--- config.mk ---
export PLATFORM = sky130hd
export DESIGN_NAME = key_chatter_filter
export DESIGN_NICKNAME = d
export VERILOG_FILES = /design/src/design/kcf_pkg.sv /design/src/design/kcf_cell.sv /design/src/design/key_chatter_filter.sv
export SDC_FILE = /design/constraint.sdc
export NUM_CORES = 1
export LEC_CHECK = 0
export BUFFER_PORTS_ARGS = -buffer_cell sky130_fd_sc_hd__buf_2
export CORE_MARGIN = 2
export CORE_UTILIZATION = 58
export CTS_CLUSTER_SIZE = 14
export DETAILED_ROUTE_END_ITERATION = 7
export GPL_TIMING_DRIVEN = 1
export PLACE_DENSITY = 0.82
export SYNTH_ARGS = -nofsm -noshare
export SYNTH_HDL_FRONTEND = slang
export SYNTH_SLANG_ARGS = --single-unit
--- constraint.sdc ---
create_clock -name clock -period 5.5 [get_ports clock]
set_input_delay 0.825 -clock clock [delete_from_list [all_inputs] [get_ports clock]]
set_output_delay 0.825 -clock clock [all_outputs]
set_load 0.05 [all_outputs]
--- src/design/kcf_pkg.sv ---
`timescale 1ns / 1ps
// ----------------------------------------------------------------------------
// kcf_pkg: shared types and constants of the key chatter filter
// Verdict codes, item kinds, register indexes, history entry and probe types.
// ----------------------------------------------------------------------------
package kcf_pkg;

   // field widths
   localparam int KEY_W   = 8;
   localparam int TIME_W  = 16;
   localparam int CODE_W  = 16;
   localparam int CSR_IDX_W = 1;
   localparam int CSR_DATA_W = 16;

   // register reset values
   localparam logic [TIME_W-1:0] REPRESS_WINDOW_RST = 16'd24;
   localparam logic [TIME_W-1:0] SHORT_WINDOW_RST   = 16'd18;

   // register indexes
   localparam logic [CSR_IDX_W-1:0] CSR_REPRESS_WINDOW = 1'b0;
   localparam logic [CSR_IDX_W-1:0] CSR_SHORT_WINDOW   = 1'b1;

   // item kinds
   localparam logic FUNC_KEY  = 1'b0;
   localparam logic FUNC_TICK = 1'b1;

   typedef enum logic [2:0] {
      VERDICT_PASS     = 3'd0,
      VERDICT_BLOCKED  = 3'd1,
      VERDICT_WITHHELD = 3'd2,
      VERDICT_ABSORBED = 3'd3,
      VERDICT_ISSUED   = 3'd4,
      VERDICT_IDLE     = 3'd5
   } verdict_type;

   typedef enum logic {
      ST_IDLE = 1'b0,
      ST_BUSY = 1'b1
   } state_type;

   // one history entry: key position and timestamp
   typedef struct packed {
      logic [KEY_W-1:0]  key;
      logic [TIME_W-1:0] stamp;
   } entry_type;

   // search probe handed from cell to cell
   typedef struct packed {
      logic              valid;
      logic [KEY_W-1:0]  key;
      logic              hit;
      logic [TIME_W-1:0] stamp;
   } probe_type;

endpackage

--- src/design/kcf_cell.sv ---
`timescale 1ns / 1ps
// ----------------------------------------------------------------------------
// kcf_cell: one history slot of the key chatter filter
// Holds one entry, shifts it on to the older neighbor on a push, and checks
// the passing search probe against its entry.
// ----------------------------------------------------------------------------
module kcf_cell (
   input  logic               clock,
   input  logic               reset,
   input  logic               shift_en,
   input  kcf_pkg::entry_type prev_entry,
   input  kcf_pkg::probe_type prev_probe,
   output kcf_pkg::entry_type entry,
   output kcf_pkg::probe_type probe
);

   kcf_pkg::entry_type entry_ff;
   kcf_pkg::entry_type entry_in;
   kcf_pkg::probe_type probe_ff;
   kcf_pkg::probe_type probe_in;

   // entry takes the newer neighbor's entry on a push
   always_comb begin
      entry_in = shift_en ? prev_entry : entry_ff;
   end

   // first matching entry on the walk marks the probe
   always_comb begin
      probe_in = prev_probe;
      if (prev_probe.valid && !prev_probe.hit && (entry_ff.key == prev_probe.key)) begin
         probe_in.hit   = 1'b1;
         probe_in.stamp = entry_ff.stamp;
      end
   end

   always_ff @(posedge clock) begin
      if (reset) begin
         entry_ff <= '0;
         probe_ff <= '0;
      end else begin
         entry_ff <= entry_in;
         probe_ff <= probe_in;
      end
   end

   assign entry = entry_ff;
   assign probe = probe_ff;

endmodule

--- src/design/key_chatter_filter.sv ---
`timescale 1ns / 1ps
// ----------------------------------------------------------------------------
// key_chatter_filter: contact chatter filter for key events
// Blocks fast re-presses, withholds short releases and issues them on ticks.
// ----------------------------------------------------------------------------
// Usage
//   req_*  : one item per transfer, a key event (req_func 0) or a time tick
//            (req_func 1, only req_event_time is used).
//   rsp_*  : exactly one result per item, in item order.
//   csr_*  : write-only window registers, to be written by the user while the block is idle.
// Timing
//   A key event walks a row of HISTORY_DEPTH cells, one cell a cycle, and
//   its verdict is formed once the walk result is latched. One item is in
//   work at a time; req_stall is high while it is. The next item is taken
//   while the previous result still waits in the output register.
// Stall
//   While rsp_stall holds the output register full, a finished item waits
//   and updates no state until its result can be loaded.
// Reset
//   History reads as key 0 at time 0 in every slot, no release pending,
//   windows back to 24 ms and 18 ms, no result valid.
// ----------------------------------------------------------------------------
module key_chatter_filter #(
   parameter int HISTORY_DEPTH = 6
) (
   input  logic        clock,
   input  logic        reset,
   // item channel
   input  logic        req_valid,
   output logic        req_stall,
   input  logic        req_func,
   input  logic [3:0]  req_key_row,
   input  logic [3:0]  req_key_col,
   input  logic        req_pressed,
   input  logic [15:0] req_event_time,
   input  logic [15:0] req_keycode,
   input  logic        req_game_mode,
   // result channel
   output logic        rsp_valid,
   input  logic        rsp_stall,
   output logic [2:0]  rsp_verdict,
   output logic [15:0] rsp_release_keycode,
   // register writes
   input  logic        csr_wr_en,
   input  logic [kcf_pkg::CSR_IDX_W-1:0]  csr_index,
   input  logic [kcf_pkg::CSR_DATA_W-1:0] csr_wdata
);

   // window registers
   logic [kcf_pkg::TIME_W-1:0] repress_ff, repress_in;
   logic [kcf_pkg::TIME_W-1:0] short_ff, short_in;

   // control
   kcf_pkg::state_type state_ff, state_in;
   logic req_transfer;
   logic finish;

   // item under work
   logic                       func_ff;
   logic [kcf_pkg::KEY_W-1:0]  key_ff;
   logic                       pressed_ff;
   logic [kcf_pkg::TIME_W-1:0] time_ff;
   logic [kcf_pkg::CODE_W-1:0] code_ff;
   logic                       game_ff;

   // walk result
   logic                       walk_done_ff, walk_done_in;
   logic                       walk_hit_ff;
   logic [kcf_pkg::TIME_W-1:0] walk_time_ff;

   // pending release
   logic                       pend_valid_ff, pend_valid_in;
   logic [kcf_pkg::KEY_W-1:0]  pend_key_ff;
   logic [kcf_pkg::CODE_W-1:0] pend_code_ff;
   logic [kcf_pkg::TIME_W-1:0] pend_time_ff;
   logic                       pend_load;

   // result register
   logic                       rsp_valid_ff, rsp_valid_in;
   kcf_pkg::verdict_type       rsp_verdict_ff;
   logic [kcf_pkg::CODE_W-1:0] rsp_code_ff;

   // decision
   kcf_pkg::verdict_type       verdict;
   logic [kcf_pkg::CODE_W-1:0] rel_code;
   logic                       push;
   logic [kcf_pkg::TIME_W-1:0] pend_age;
   logic [kcf_pkg::TIME_W-1:0] delta;

   // cell row
   kcf_pkg::entry_type new_entry;
   kcf_pkg::probe_type inject;
   kcf_pkg::entry_type entry_chain [HISTORY_DEPTH];
   kcf_pkg::probe_type probe_chain [HISTORY_DEPTH];
   logic [HISTORY_DEPTH-1:0] probe_live;

   assign req_transfer = req_valid && !req_stall;

   // next state
   always_comb begin
      state_in = state_ff;
      unique case (state_ff)
         kcf_pkg::ST_IDLE: if (req_transfer) state_in = kcf_pkg::ST_BUSY;
         kcf_pkg::ST_BUSY: if (finish) state_in = kcf_pkg::ST_IDLE;
         default:          state_in = kcf_pkg::ST_IDLE;
      endcase
   end

   // state outputs
   always_comb begin
      req_stall = 1'b1;
      finish    = 1'b0;
      unique case (state_ff)
         kcf_pkg::ST_IDLE: req_stall = 1'b0;
         kcf_pkg::ST_BUSY: begin
            finish = ((func_ff == kcf_pkg::FUNC_TICK) || walk_done_ff)
                     && !(rsp_valid_ff && rsp_stall);
         end
         default: req_stall = 1'b1;
      endcase
   end

   always_ff @(posedge clock) begin
      if (reset) state_ff <= kcf_pkg::ST_IDLE;
      else       state_ff <= state_in;
   end

   // register writes
   always_comb begin
      repress_in = repress_ff;
      short_in   = short_ff;
      if (csr_wr_en) begin
         unique case (csr_index)
            kcf_pkg::CSR_REPRESS_WINDOW: repress_in = csr_wdata;
            kcf_pkg::CSR_SHORT_WINDOW:   short_in   = csr_wdata;
            default: ;
         endcase
      end
   end

   always_ff @(posedge clock) begin
      if (reset) begin
         repress_ff <= kcf_pkg::REPRESS_WINDOW_RST;
         short_ff   <= kcf_pkg::SHORT_WINDOW_RST;
      end else begin
         repress_ff <= repress_in;
         short_ff   <= short_in;
      end
   end

   // capture the item on transfer
   always_ff @(posedge clock) begin
      if (req_transfer) begin
         func_ff    <= req_func;
         key_ff     <= {req_key_row, req_key_col};
         pressed_ff <= req_pressed;
         time_ff    <= req_event_time;
         code_ff    <= req_keycode;
         game_ff    <= req_game_mode;
      end
   end

   // probe enters the first cell with the transfer of a key event
   always_comb begin
      inject       = '0;
      inject.valid = req_transfer && (req_func == kcf_pkg::FUNC_KEY);
      inject.key   = {req_key_row, req_key_col};
   end

   assign new_entry.key   = key_ff;
   assign new_entry.stamp = time_ff;

   // row of history cells, newest first
   genvar gi;
   generate
      for (gi = 0; gi < HISTORY_DEPTH; gi++) begin : g_cell
         if (gi == 0) begin : g_head
            kcf_cell u_cell (
               .clock      (clock),
               .reset      (reset),
               .shift_en   (push),
               .prev_entry (new_entry),
               .prev_probe (inject),
               .entry      (entry_chain[gi]),
               .probe      (probe_chain[gi])
            );
         end else begin : g_body
            kcf_cell u_cell (
               .clock      (clock),
               .reset      (reset),
               .shift_en   (push),
               .prev_entry (entry_chain[gi-1]),
               .prev_probe (probe_chain[gi-1]),
               .entry      (entry_chain[gi]),
               .probe      (probe_chain[gi])
            );
         end
         assign probe_live[gi] = probe_chain[gi].valid;
      end
   endgenerate

   // latch the probe as it leaves the last cell
   always_comb begin
      walk_done_in = walk_done_ff;
      if (finish)                                 walk_done_in = 1'b0;
      else if (probe_chain[HISTORY_DEPTH-1].valid) walk_done_in = 1'b1;
   end

   always_ff @(posedge clock) begin
      if (reset) walk_done_ff <= 1'b0;
      else       walk_done_ff <= walk_done_in;
   end

   always_ff @(posedge clock) begin
      if (probe_chain[HISTORY_DEPTH-1].valid) begin
         walk_hit_ff  <= probe_chain[HISTORY_DEPTH-1].hit;
         walk_time_ff <= probe_chain[HISTORY_DEPTH-1].stamp;
      end
   end

   // verdict and state updates for the finished item
   assign pend_age = time_ff - pend_time_ff;
   assign delta    = time_ff - walk_time_ff;

   always_comb begin
      verdict       = kcf_pkg::VERDICT_PASS;
      rel_code      = '0;
      push          = 1'b0;
      pend_load     = 1'b0;
      pend_valid_in = pend_valid_ff;
      if (finish) begin
         priority if (func_ff == kcf_pkg::FUNC_TICK) begin
            verdict = kcf_pkg::VERDICT_IDLE;
            if (pend_valid_ff && (pend_age > repress_ff)) begin
               verdict       = kcf_pkg::VERDICT_ISSUED;
               rel_code      = pend_code_ff;
               pend_valid_in = 1'b0;
            end
         end else if (pend_valid_ff && (pend_key_ff == key_ff)) begin
            verdict       = kcf_pkg::VERDICT_ABSORBED;
            pend_valid_in = 1'b0;
            push          = 1'b1;
         end else begin
            if (walk_hit_ff) begin
               if (pressed_ff) begin
                  if ((delta < repress_ff) && !game_ff) verdict = kcf_pkg::VERDICT_BLOCKED;
               end else if (delta < short_ff) begin
                  verdict       = kcf_pkg::VERDICT_WITHHELD;
                  pend_load     = 1'b1;
                  pend_valid_in = 1'b1;
               end
            end
            push = (verdict == kcf_pkg::VERDICT_PASS);
         end
      end
   end

   // pending release
   always_ff @(posedge clock) begin
      if (reset) begin
         pend_valid_ff <= 1'b0;
         pend_key_ff   <= '0;
         pend_code_ff  <= '0;
         pend_time_ff  <= '0;
      end else begin
         pend_valid_ff <= pend_valid_in;
         if (pend_load) begin
            pend_key_ff  <= key_ff;
            pend_code_ff <= code_ff;
            pend_time_ff <= time_ff;
         end
      end
   end

   // result register, freed by a transfer
   always_comb begin
      rsp_valid_in = rsp_valid_ff;
      if (finish)          rsp_valid_in = 1'b1;
      else if (!rsp_stall) rsp_valid_in = 1'b0;
   end

   always_ff @(posedge clock) begin
      if (reset) rsp_valid_ff <= 1'b0;
      else       rsp_valid_ff <= rsp_valid_in;
   end

   always_ff @(posedge clock) begin
      if (finish) begin
         rsp_verdict_ff <= verdict;
         rsp_code_ff    <= rel_code;
      end
   end

   assign rsp_valid           = rsp_valid_ff;
   assign rsp_verdict         = rsp_verdict_ff;
   assign rsp_release_keycode = rsp_code_ff;

`ifndef SYNTHESIS
   // at most one probe travels the row
   a_single_probe: assert property (@(posedge clock) disable iff (reset)
      $onehot0(probe_live))
      else $error("more than one probe in the cell row");

   // probes only move while an item is in work
   a_probe_busy: assert property (@(posedge clock) disable iff (reset)
      (probe_live != '0) |-> (state_ff == kcf_pkg::ST_BUSY))
      else $error("probe in the row while idle");

   // a withheld release leaves a pending release behind
   a_withheld_pends: assert property (@(posedge clock) disable iff (reset)
      (finish && (verdict == kcf_pkg::VERDICT_WITHHELD)) |=> pend_valid_ff)
      else $error("withheld release not pending");

   // an issued release clears the pending release
   a_issued_clears: assert property (@(posedge clock) disable iff (reset)
      (finish && (verdict == kcf_pkg::VERDICT_ISSUED)) |=> !pend_valid_ff)
      else $error("issued release still pending");

   // the history only shifts as an item finishes
   a_push_finish: assert property (@(posedge clock) disable iff (reset)
      push |-> (finish && (func_ff == kcf_pkg::FUNC_KEY)))
      else $error("history shift outside a key event finish");
`endif

endmodule
Word-level counts from Yosys, hierarchy flattened
Cells that the tools add are included.
- bits of input ports: 65
- output and inout bits: 21
- bits in registers: 447
- add/sub/neg operators: 2
- bitwise operators: 4
- eq/ne operators: 10
- reduce and logical (&&, ||, !) cells: 35
- muxes and demuxes: 38
- $lt $le $gt $ge: 3
- operators with widths (cell ; number):
    two-way mux 17 bit ; 6
    equality test 8 bit ; 7
    less-than comparator 16 bit ; 2
    subtractor 16 bit ; 2
    two-way mux 1 bit ; 23
    two-way mux 3 bit ; 7
    logical AND 1 bit ; 18
    > comparator 16 bit ; 1
    zero test 1 bit ; 7
    AND reduction 2 bit ; 3
    nonzero test 3 bit ; 2
    AND reduction 5 bit ; 1
    inequality test 2 x 1 -> 1 bit, second input constant ; 2
    NOT 1 bit ; 4
    OR reduction 2 bit ; 2
    zero test 3 bit ; 1
    inequality test 3 x 2 -> 1 bit, second input constant ; 1
    two-way mux 2 bit ; 1
    one-hot mux 1 bit (2 select lines) ; 1
    logical OR 1 bit ; 1

Depth between registers and ports, before layout
Gate-level depths: netlist of the first run.
- depth in word-level cells: 13
- depth in mapped cells: 21

Cells and area by module
A second synthesis of the first run with hierarchy kept.
- cell total of the unflattened synthesis: 1917
- area total of the unflattened synthesis: 19912.8 um^2
- modules (own cells, without submodules) (module ; sequential area each (um^2) ; area an instance (um^2) ; cells an instance ; instances):
    kcf_cell ; 1001.0 ; 1933.1 ; 180 ; 6
    key_chatter_filter ; 3893.7 ; 8314.2 ; 837 ; 1

Worst setup path after synthesis of the first run
Ideal clock, no wire load.
- path type: flip-flop to flip-flop
- start: reg time_ff[0] in the netlist's numbering
- end: reg pend_time_ff[1] in the netlist's numbering
- cell stages (with the launch flop): 22
- data arrival time: 4071 ps
- buffers on the path: 2
- path slack: 1302 ps
- path through: edfxtp_1 > inv_1 > ha_1 > inv_1 > fa_1 > a21o_1 > a21oi_1 > o21ai_0 > a21oi_1 > o211ai_1 > a31oi_1 > xnor2_1 > ha_1 > nand4_1 > or3_1 > o311a_1 > o21a_4 > o211a_1 > buf_6 > buf_12 > mux2i_1 > nor2_1
- longest elaborated chain between the ends: 8
- ends and longest elaborated chain (element ; RTL line ; text):
    from (decl) ; key_chatter_filter.sv:62 ; logic [kcf_pkg::TIME_W-1:0] time_ff;
    from (signal assigned) ; key_chatter_filter.sv:157 ; time_ff <= req_event_time;
    subtractor 16 bit ; key_chatter_filter.sv:223 ; assign delta = time_ff - walk_time_ff;
    less-than comparator 16 bit ; key_chatter_filter.sv:247 ; end else if (delta < short_ff) begin
    two-way mux 1 bit ; key_chatter_filter.sv:247 ;
    two-way mux 1 bit ; key_chatter_filter.sv:245 ; if (pressed_ff) begin
    two-way mux 1 bit ; key_chatter_filter.sv:244 ; if (walk_hit_ff) begin
    two-way mux 1 bit ; key_chatter_filter.sv:239 ; end else if (pend_valid_ff && (pend_key_ff == key_ff)) begin
    two-way mux 1 bit ; key_chatter_filter.sv:232 ; priority if (func_ff == kcf_pkg::FUNC_TICK) begin
    two-way mux 1 bit ; key_chatter_filter.sv:231 ; if (finish) begin
    to (signal assigned) ; key_chatter_filter.sv:270 ; pend_time_ff <= time_ff;
    to (decl) ; key_chatter_filter.sv:75 ; logic [kcf_pkg::TIME_W-1:0] pend_time_ff;
Every way passes these cells.
A chain may end at the register's enable or synchronous reset.

Worst setup path in the final report of the first run
- start: reg time_ff[0] in the netlist's numbering
- end: reg pend_time_ff[5] in the netlist's numbering
Same word-level chain as after synthesis.

==> results of run 1 <==
per-layer routing:
metal / track usage, % / part of all wire, %
met3: 2.83 / 5.1
met1: 30.5 / 45
met4: 6.26 / 2.1
met5: 0 / 0
met2: 38.1 / 48
layout make-up:
type	instances	area [um2]	area share [%]
multi-input combinational	1249	7530	37.5
inverter	74	278	1.39
clock buffer	68	1290	6.44
clock inverter	11	95.1	0.474
sequential	447	9740	48.6
timing repair buffer	100	623	3.11
tap	396	495	2.47
power by group through the flow:
| stage | combinational (mW) | sequential [mW] | clock, mW |
|---|---|---|---|
| 6_report | 0.462 | 3.43 | 2.84 |
| 5_1_grt | 0.516 | 3.43 | 3.02 |
| 4_1_cts | 0.459 | 3.43 | 2.88 |
| 3_5_place_dp | 0.456 | 3.50 | 0 |
| 3_3_place_gp | 0.444 | 3.50 | 0 |
| 2_1_floorplan | 0.306 | 3.51 | 0 |
worst reg2reg max path, cell delays in order (launching register included):
cell,delay [ns]
edfxtp_1,0.43
inv_1,0.14
ha_1,0.18
inv_1,0.06
fa_1,0.39
a21o_1,0.17
a21oi_1,0.26
o21ai_0,0.16
a21oi_1,0.26
o211ai_1,0.17
a31oi_1,0.23
xnor2_1,0.10
ha_1,0.30
nand4_1,0.13
or4_1,0.54
a31oi_1,0.20
o21a_4,0.26
o211a_2,0.25
buf_12,0.28
mux2i_1,0.27
nor2_1,0.06
what timing repair did:
action | in CTS | in global routing
setup buffers | 0 | 0
gates resized for setup | 0 | 1
endpoints found under the setup margin | 0 | 2
stage by stage:
stage | setup slack [ns] | cells
after floorplan | 1.30 | 1863
after global placement | 0.651 | 2266
after detailed placement | 0.514 | 2266
after CTS | 0.439 | 2345
after global routing | 0.0882 | 2345
final | 0.485 | 2345
final timing paths:
path | startpoint | end | slack, ns | cells after the start
setup / recovery | time_ff[0] | pend_time_ff[5] | 0.48 | 20
hold / removal | g_cell[5].g_body.u_cell.probe[15] | walk_time_ff[15] | 0.40 | 0
setup reg to reg | time_ff[0] | pend_time_ff[5] | 0.48 | 20
hold reg to reg | g_cell[5].g_body.u_cell.probe[15] | walk_time_ff[15] | 0.40 | 0
synth_stat cells (all sizes together), types with 4 or more instances:
master,number,area (um2)
dfxtp,368,7370
ha,76,951
nor2,157,589
and4,5,43.8
o211ai,4,35.0
nand4,14,87.6
xor2,30,263
a211oi,4,30.0
edfxtp,79,2370
mux2i,120,1200
a21oi,202,1010
o21a,7,60.1
nor4,8,50.1
buf,32,244
nor2b,54,338
and2,34,221
clkbuf,60,225
a21o,10,75.1
or3,8,50.1
nor3,10,50.1
xnor2,50,438
o21ai,27,135
nand2,369,1390
inv,74,278
nand3,10,50.1
nand2b,7,43.8
state kept, by name, indices dropped and copies added, names as in the netlist, 8 cells and up:
name	cells
code_ff	16
pend_time_ff	16
g_cell.g_head.u_cell.entry	24
rsp_release_keycode	16
g_cell.g_body.u_cell.entry	120
g_cell.g_head.u_cell.probe	26
short_ff	16
walk_time_ff	16
pend_code_ff	16
pend_key_ff	8
g_cell.g_body.u_cell.probe	122
repress_ff	16
key_ff	8
time_ff	16
logic make-up (layout without fill, tap and decap cells):
kind of cell    Yosys count  in the layout  share of synthesized area [%]
compound gates          282            282                           8.82
xor+xnor                 80             80                           3.90
fa+ha+maj                78             78                           5.51
buf+inv                 167            253                           4.21
flops                   447            447                           54.2
mux                     120            120                           6.68
simple gates            689            689                           16.7
==> results by group, run 1 <==
Yosys
  • Register area share after synthesis: 54.2%
  • Post-Syn Area: 18000 um2
  • #FFs+latches synth: 447
  • Top_reg_cell synth: dfxtp_1
  • Synth unique cells: 58
  • Net Count, Synth: 2006
  • Yosys warns: 0
  • Avg Cell Area, Syn: 9.65 um2
  • Synth async-reset ratio: 0%
  • EDFF count, synth: 79
  • Cell count after synthesis: 1863

Place
  • DPL Wire Length: 24700 um
  • Placement Cell Area: 18700 um2
  • PortBufs: 85
  • Gpl congestion: 0.925

Clocking
  • TritonCTS Buffers: 43
  • Clock root buffer: clkbuf_16
  • Clock Tree Buf Depth: 3
  • Htree depth: 2
  • Clock transition at path regs: 0.06 ns
  • Hold_buf cts: 0
  • TritonCTS clock tree: done
  • Clock latency on the worst-skew pair: 0.56 ns
  • Clk sinks: 447

Setup path
  • Crit path max-delay family: compound AO/OA/AOI/OAI gates
  • Critical path cell sequence: inv_1, ha_1, inv_1, fa_1, a21o_1, a21oi_1, o21ai_0, a21oi_1, o211ai_1, a31oi_1, xnor2_1, ha_1, nand4_1, or4_1, a31oi_1, o21a_4, o211a_2, buf_12, mux2i_1, nor2_1
  • Worst path slowest cell: or4_1
  • Critical path capture point type: flop
  • Crit path max fanout: 41
  • WP buf/inv: 3
  • Setup CP Type: flop to flop
  • Worst EP arrival: 5.40 ns
  • Crit path required time: 5.89 ns
  • Nature of the critical path startpoint: flop
  • Delay of the slowest critical-path stage: 0.54 ns

STA
  • Slew @ Worst Pin: 1.42 ns
  • Final setup TNS: 0 ns
  • Slew headroom: 5.14%
  • Hold WS: 0.397 ns
  • Fin crit period: 5.02 ns
  • Slew Limit Fails: 0
  • Skew final: 0.0241 ns
  • Hold Vio Cnt, Final: 0
  • Unrepaired setup endpoints after global routing: no
  • Setup violators final: 0
  • Crit share post-route: 91.2%
  • Max frequency: 199 MHz

Power
  • Combinational Power Share: 6.9%
  • PwrDens: 336 nW/um2
  • Share of power burned in registers: 50.9%
  • Final Power: 6.73 mW
  • Power Internal: 5.18 mW
  • Leak: 7.98 nW
  • P_sw: 1.56 mW
  • Clock Power Share: 42.2%
  • Peak VDD IR: 354 uV
  • Switching share of power: 23.2%

GRT
  • Vias in the first global route: 12223
  • Total track usage: 22.5%
  • Global-route wire length before repair: 60100 um
  • GR Overflow Total: 0
  • Largest net degree at the start of global routing: 250
  • Antenna violations before repair: 0

Floorplanning
  • Placeable core area: 30600 um2
  • Die width: 180 um
  • Top-level I/O count: 86
  • Rows: 64
  • Die Y: 180 um
  • Die area: 32400 um2
  • Starting Density: 58.8%

Routing
  • Antenna-violating nets left: 0
  • DR iter-0 viols: 924
  • Total number of vias: 12762
  • DRT Wirelength: 37300 um
  • Vias per cell: 5.44
  • DRT Pass-1 Iters: 6
  • Drt drc: 0
  • WL per Instance: 15.9 um

Layout
  • Final nets: 2058
  • Share of layout cells above drive strength 1: 9.34%
  • Fillers: 2349
  • Design area: 20100 um2
  • Commonest non-fill, non-tap cell in the layout: nand2_1
  • Ant diodes: 0
  • Fin util: 65.5%
  • Synth-to-Final Area Change: 11.5%
  • Commonest non-fill, non-tap cells in the layout: nand2_1, dfxtp_1, a21oi_1, nor2_1, mux2i_1

Worst hold path
  • Worst hold path class: flop to flop

Job
  • Max-Cap Viols: 0

Status
  • Run status: complete, no violations
No activity file was read; power rests on OpenSTA's default activity.
==> run 2: changes to the inputs <==
--- a/config.mk
+++ b/config.mk
@@ -11,6 +11,7 @@
 export CTS_CLUSTER_SIZE = 14
 export DETAILED_ROUTE_END_ITERATION = 7
 export GPL_TIMING_DRIVEN = 1
+export MAX_ROUTING_LAYER = met4
 export PLACE_DENSITY = 0.82
 export SYNTH_ARGS = -nofsm -noshare
 export SYNTH_HDL_FRONTEND = slang
==> constraint.sdc (replaced) <==
create_clock -name clock -period 5.95 [get_ports clock]
set_input_delay 0.8925 -clock clock [delete_from_list [all_inputs] [get_ports clock]]
set_output_delay 0.8925 -clock clock [all_outputs]
set_load 0.05 [all_outputs]
==> run 2 against run 1 <==
Global-route usage up 1.1 points. Critical endpoint is now pend_key_ff[6]. Setup slack better by 0.18 ns. Register-to-register slack improved by 0.18 ns. Power decreased by 8.4%.
==> results by group, run 2 (synthesis results as in run 1) <==
Layout
  • Synth-to-Final Area Change: 11.1%
  • Fin util: 65.3%
  • Commonest non-fill, non-tap cell in the layout: nand2_1
  • Fillers: 2355
  • Design area: 20000 um2
  • Commonest non-fill, non-tap cells in the layout: nand2_1, dfxtp_1, a21oi_1, nor2_1, mux2i_1
  • Multi-input gate area: 7520 um2
  • Share of layout cells above drive strength 1: 9.05%
  • Flip-flop count of the largest register after layout: 122
  • Sequential Area: 9740 um2
  • Final nets: 2055
  • Ant diodes: 0

Job
  • Max-Cap Viols: 0

Power
  • Clock Power Share: 41.7%
  • P_sw: 1.43 mW
  • Share of power burned in registers: 51.4%
  • PwrDens: 309 nW/um2
  • Power Internal: 4.73 mW
  • Leak: 7.96 nW
  • Peak VDD IR: 268 uV
  • Final Power: 6.17 mW
  • Combinational Power Share: 6.9%
  • Switching share of power: 23.2%

Place
  • PortBufs: 85
  • DPL Wire Length: 24800 um
  • Placement Cell Area: 18600 um2
  • Gpl congestion: 0.923

Routing
  • DR iter-0 viols: 1033
  • WL per Instance: 16.1 um
  • Antenna-violating nets left: 0
  • DRT Pass-1 Iters: 5
  • Drt drc: 0
  • DRT Wirelength: 37600 um
  • Total number of vias: 12801
  • Vias per cell: 5.47

GRT
  • Grt met2 use: 38.7%
  • Largest net degree at the start of global routing: 253
  • Most used routing layer: met2
  • Global-route wire length before repair: 61500 um
  • Met3 Use GR: 2.81%
  • Total track usage: 23.6%
  • Antenna violations before repair: 0
  • GR Overflow Total: 0
  • Met1 Use GR: 30.9%
  • Vias in the first global route: 12445

STA
  • Slew @ Worst Pin: 1.22 ns
  • Fin crit period: 5.29 ns
  • Hold Vio Cnt, Final: 0
  • Hold WS: 0.405 ns
  • Setup violators final: 0
  • Skew final: 0.0240 ns
  • Crit share post-route: 88.9%
  • Max frequency: 189 MHz
  • Slew headroom: 18.3%
  • Unrepaired setup endpoints after global routing: no
  • Slew Limit Fails: 0
  • Final setup TNS: 0 ns

Floorplanning
  • Rows: 64
  • Top-level I/O count: 86
  • Die Y: 180 um
  • Die area: 32400 um2
  • Die width: 180 um
  • Starting Density: 58.8%
  • Placeable core area: 30600 um2

Setup path
  • Critical path capture point type: flop
  • Nature of the critical path startpoint: flop
  • Crit path required time: 6.33 ns
  • Delay of the slowest critical-path stage: 0.59 ns
  • Critical Path Start: time_ff[0]
  • Crit path capture: pend_key_ff[6]
  • Setup CP Type: flop to flop
  • Critical path cell sequence: inv_1, ha_1, inv_1, fa_1, a21o_1, a21oi_1, o21ai_0, a21oi_1, o211ai_1, a31oi_1, xnor2_1, ha_1, nand4_1, or4_1, a31oi_1, o21a_4, o211a_2, buf_12, mux2i_1, nor2_1
  • Worst r2r path cells: 20
  • Worst EP arrival: 5.67 ns
  • Crit path max fanout: 26
  • Crit path max-delay family: compound AO/OA/AOI/OAI gates
  • Worst path slowest cell: o211a_2
  • Reg2reg setup slack: 0.66 ns
  • WP buf/inv: 3
  • FF-to-FF Start: time_ff[0]
  • Levels on crit path: 20
  • Reg-to-reg endpoint: pend_key_ff[6]

Clocking
  • Clock root buffer: clkbuf_16
  • # Post-CTS Setup Buffers: 0
  • Hold_buf cts: 0
  • TritonCTS Buffers: 42
  • Clk sinks: 447
  • Htree depth: 2
  • Clock latency on the worst-skew pair: 0.55 ns
  • CTS resizes: 0
  • Clock Tree Buf Depth: 3
  • TritonCTS clock tree: done
  • Clock transition at path regs: 0.06 ns

Worst hold path
  • Worst hold path class: flop to flop

Status
  • Run status: complete, no violations
-- run 2: through the flow --
stage / worst slack (ns) / instances
after floorplan: 1.75 / 1863
after global placement: 0.989 / 2264
after detailed placement: 0.802 / 2264
after CTS: 0.720 / 2340
after global routing: 0.300 / 2340
final: 0.662 / 2340
-- run 2: area by class of cell --
class                   count  area share, %
clock buffers              62           5.99
clock inverters            14          0.701
inverters                  74           1.39
multi-input cells        1249           37.7
flip-flops and latches    447           48.7
well taps                 396           2.48
repair buffers             98           3.04
-- run 2: worst min path at each step --
stage	from	endpoint	slack, ns	depth (start not counted)
floorplan	g_cell[5].g_body.u_cell.probe[16]	walk_hit_ff	0.39	0
global placement	g_cell[5].g_body.u_cell.probe[8]	walk_time_ff[8]	0.39	0
detailed placement	g_cell[5].g_body.u_cell.probe[8]	walk_time_ff[8]	0.39	0
CTS	g_cell[5].g_body.u_cell.probe[8]	walk_time_ff[8]	0.40	0
global route	g_cell[5].g_body.u_cell.probe[8]	walk_time_ff[8]	0.41	0
finish	g_cell[5].g_body.u_cell.probe[10]	walk_time_ff[10]	0.41	0
-- run 2: layer usage --
layer / share of wire [%] / wire, um
met5: 0 / 0
met4: 2.5 / 944
met3: 4.4 / 1650
met2: 48 / 18000
met1: 45 / 17000
-- run 2: power groups by stage --
stage | registers (mW) | logic, mW | clock network, mW
after floorplan | 3.24 | 0.283 | 0
after global placement | 3.23 | 0.410 | 0
after detailed placement | 3.24 | 0.420 | 0
after CTS | 3.17 | 0.423 | 2.61
after global routing | 3.17 | 0.474 | 2.74
final | 3.17 | 0.427 | 2.57
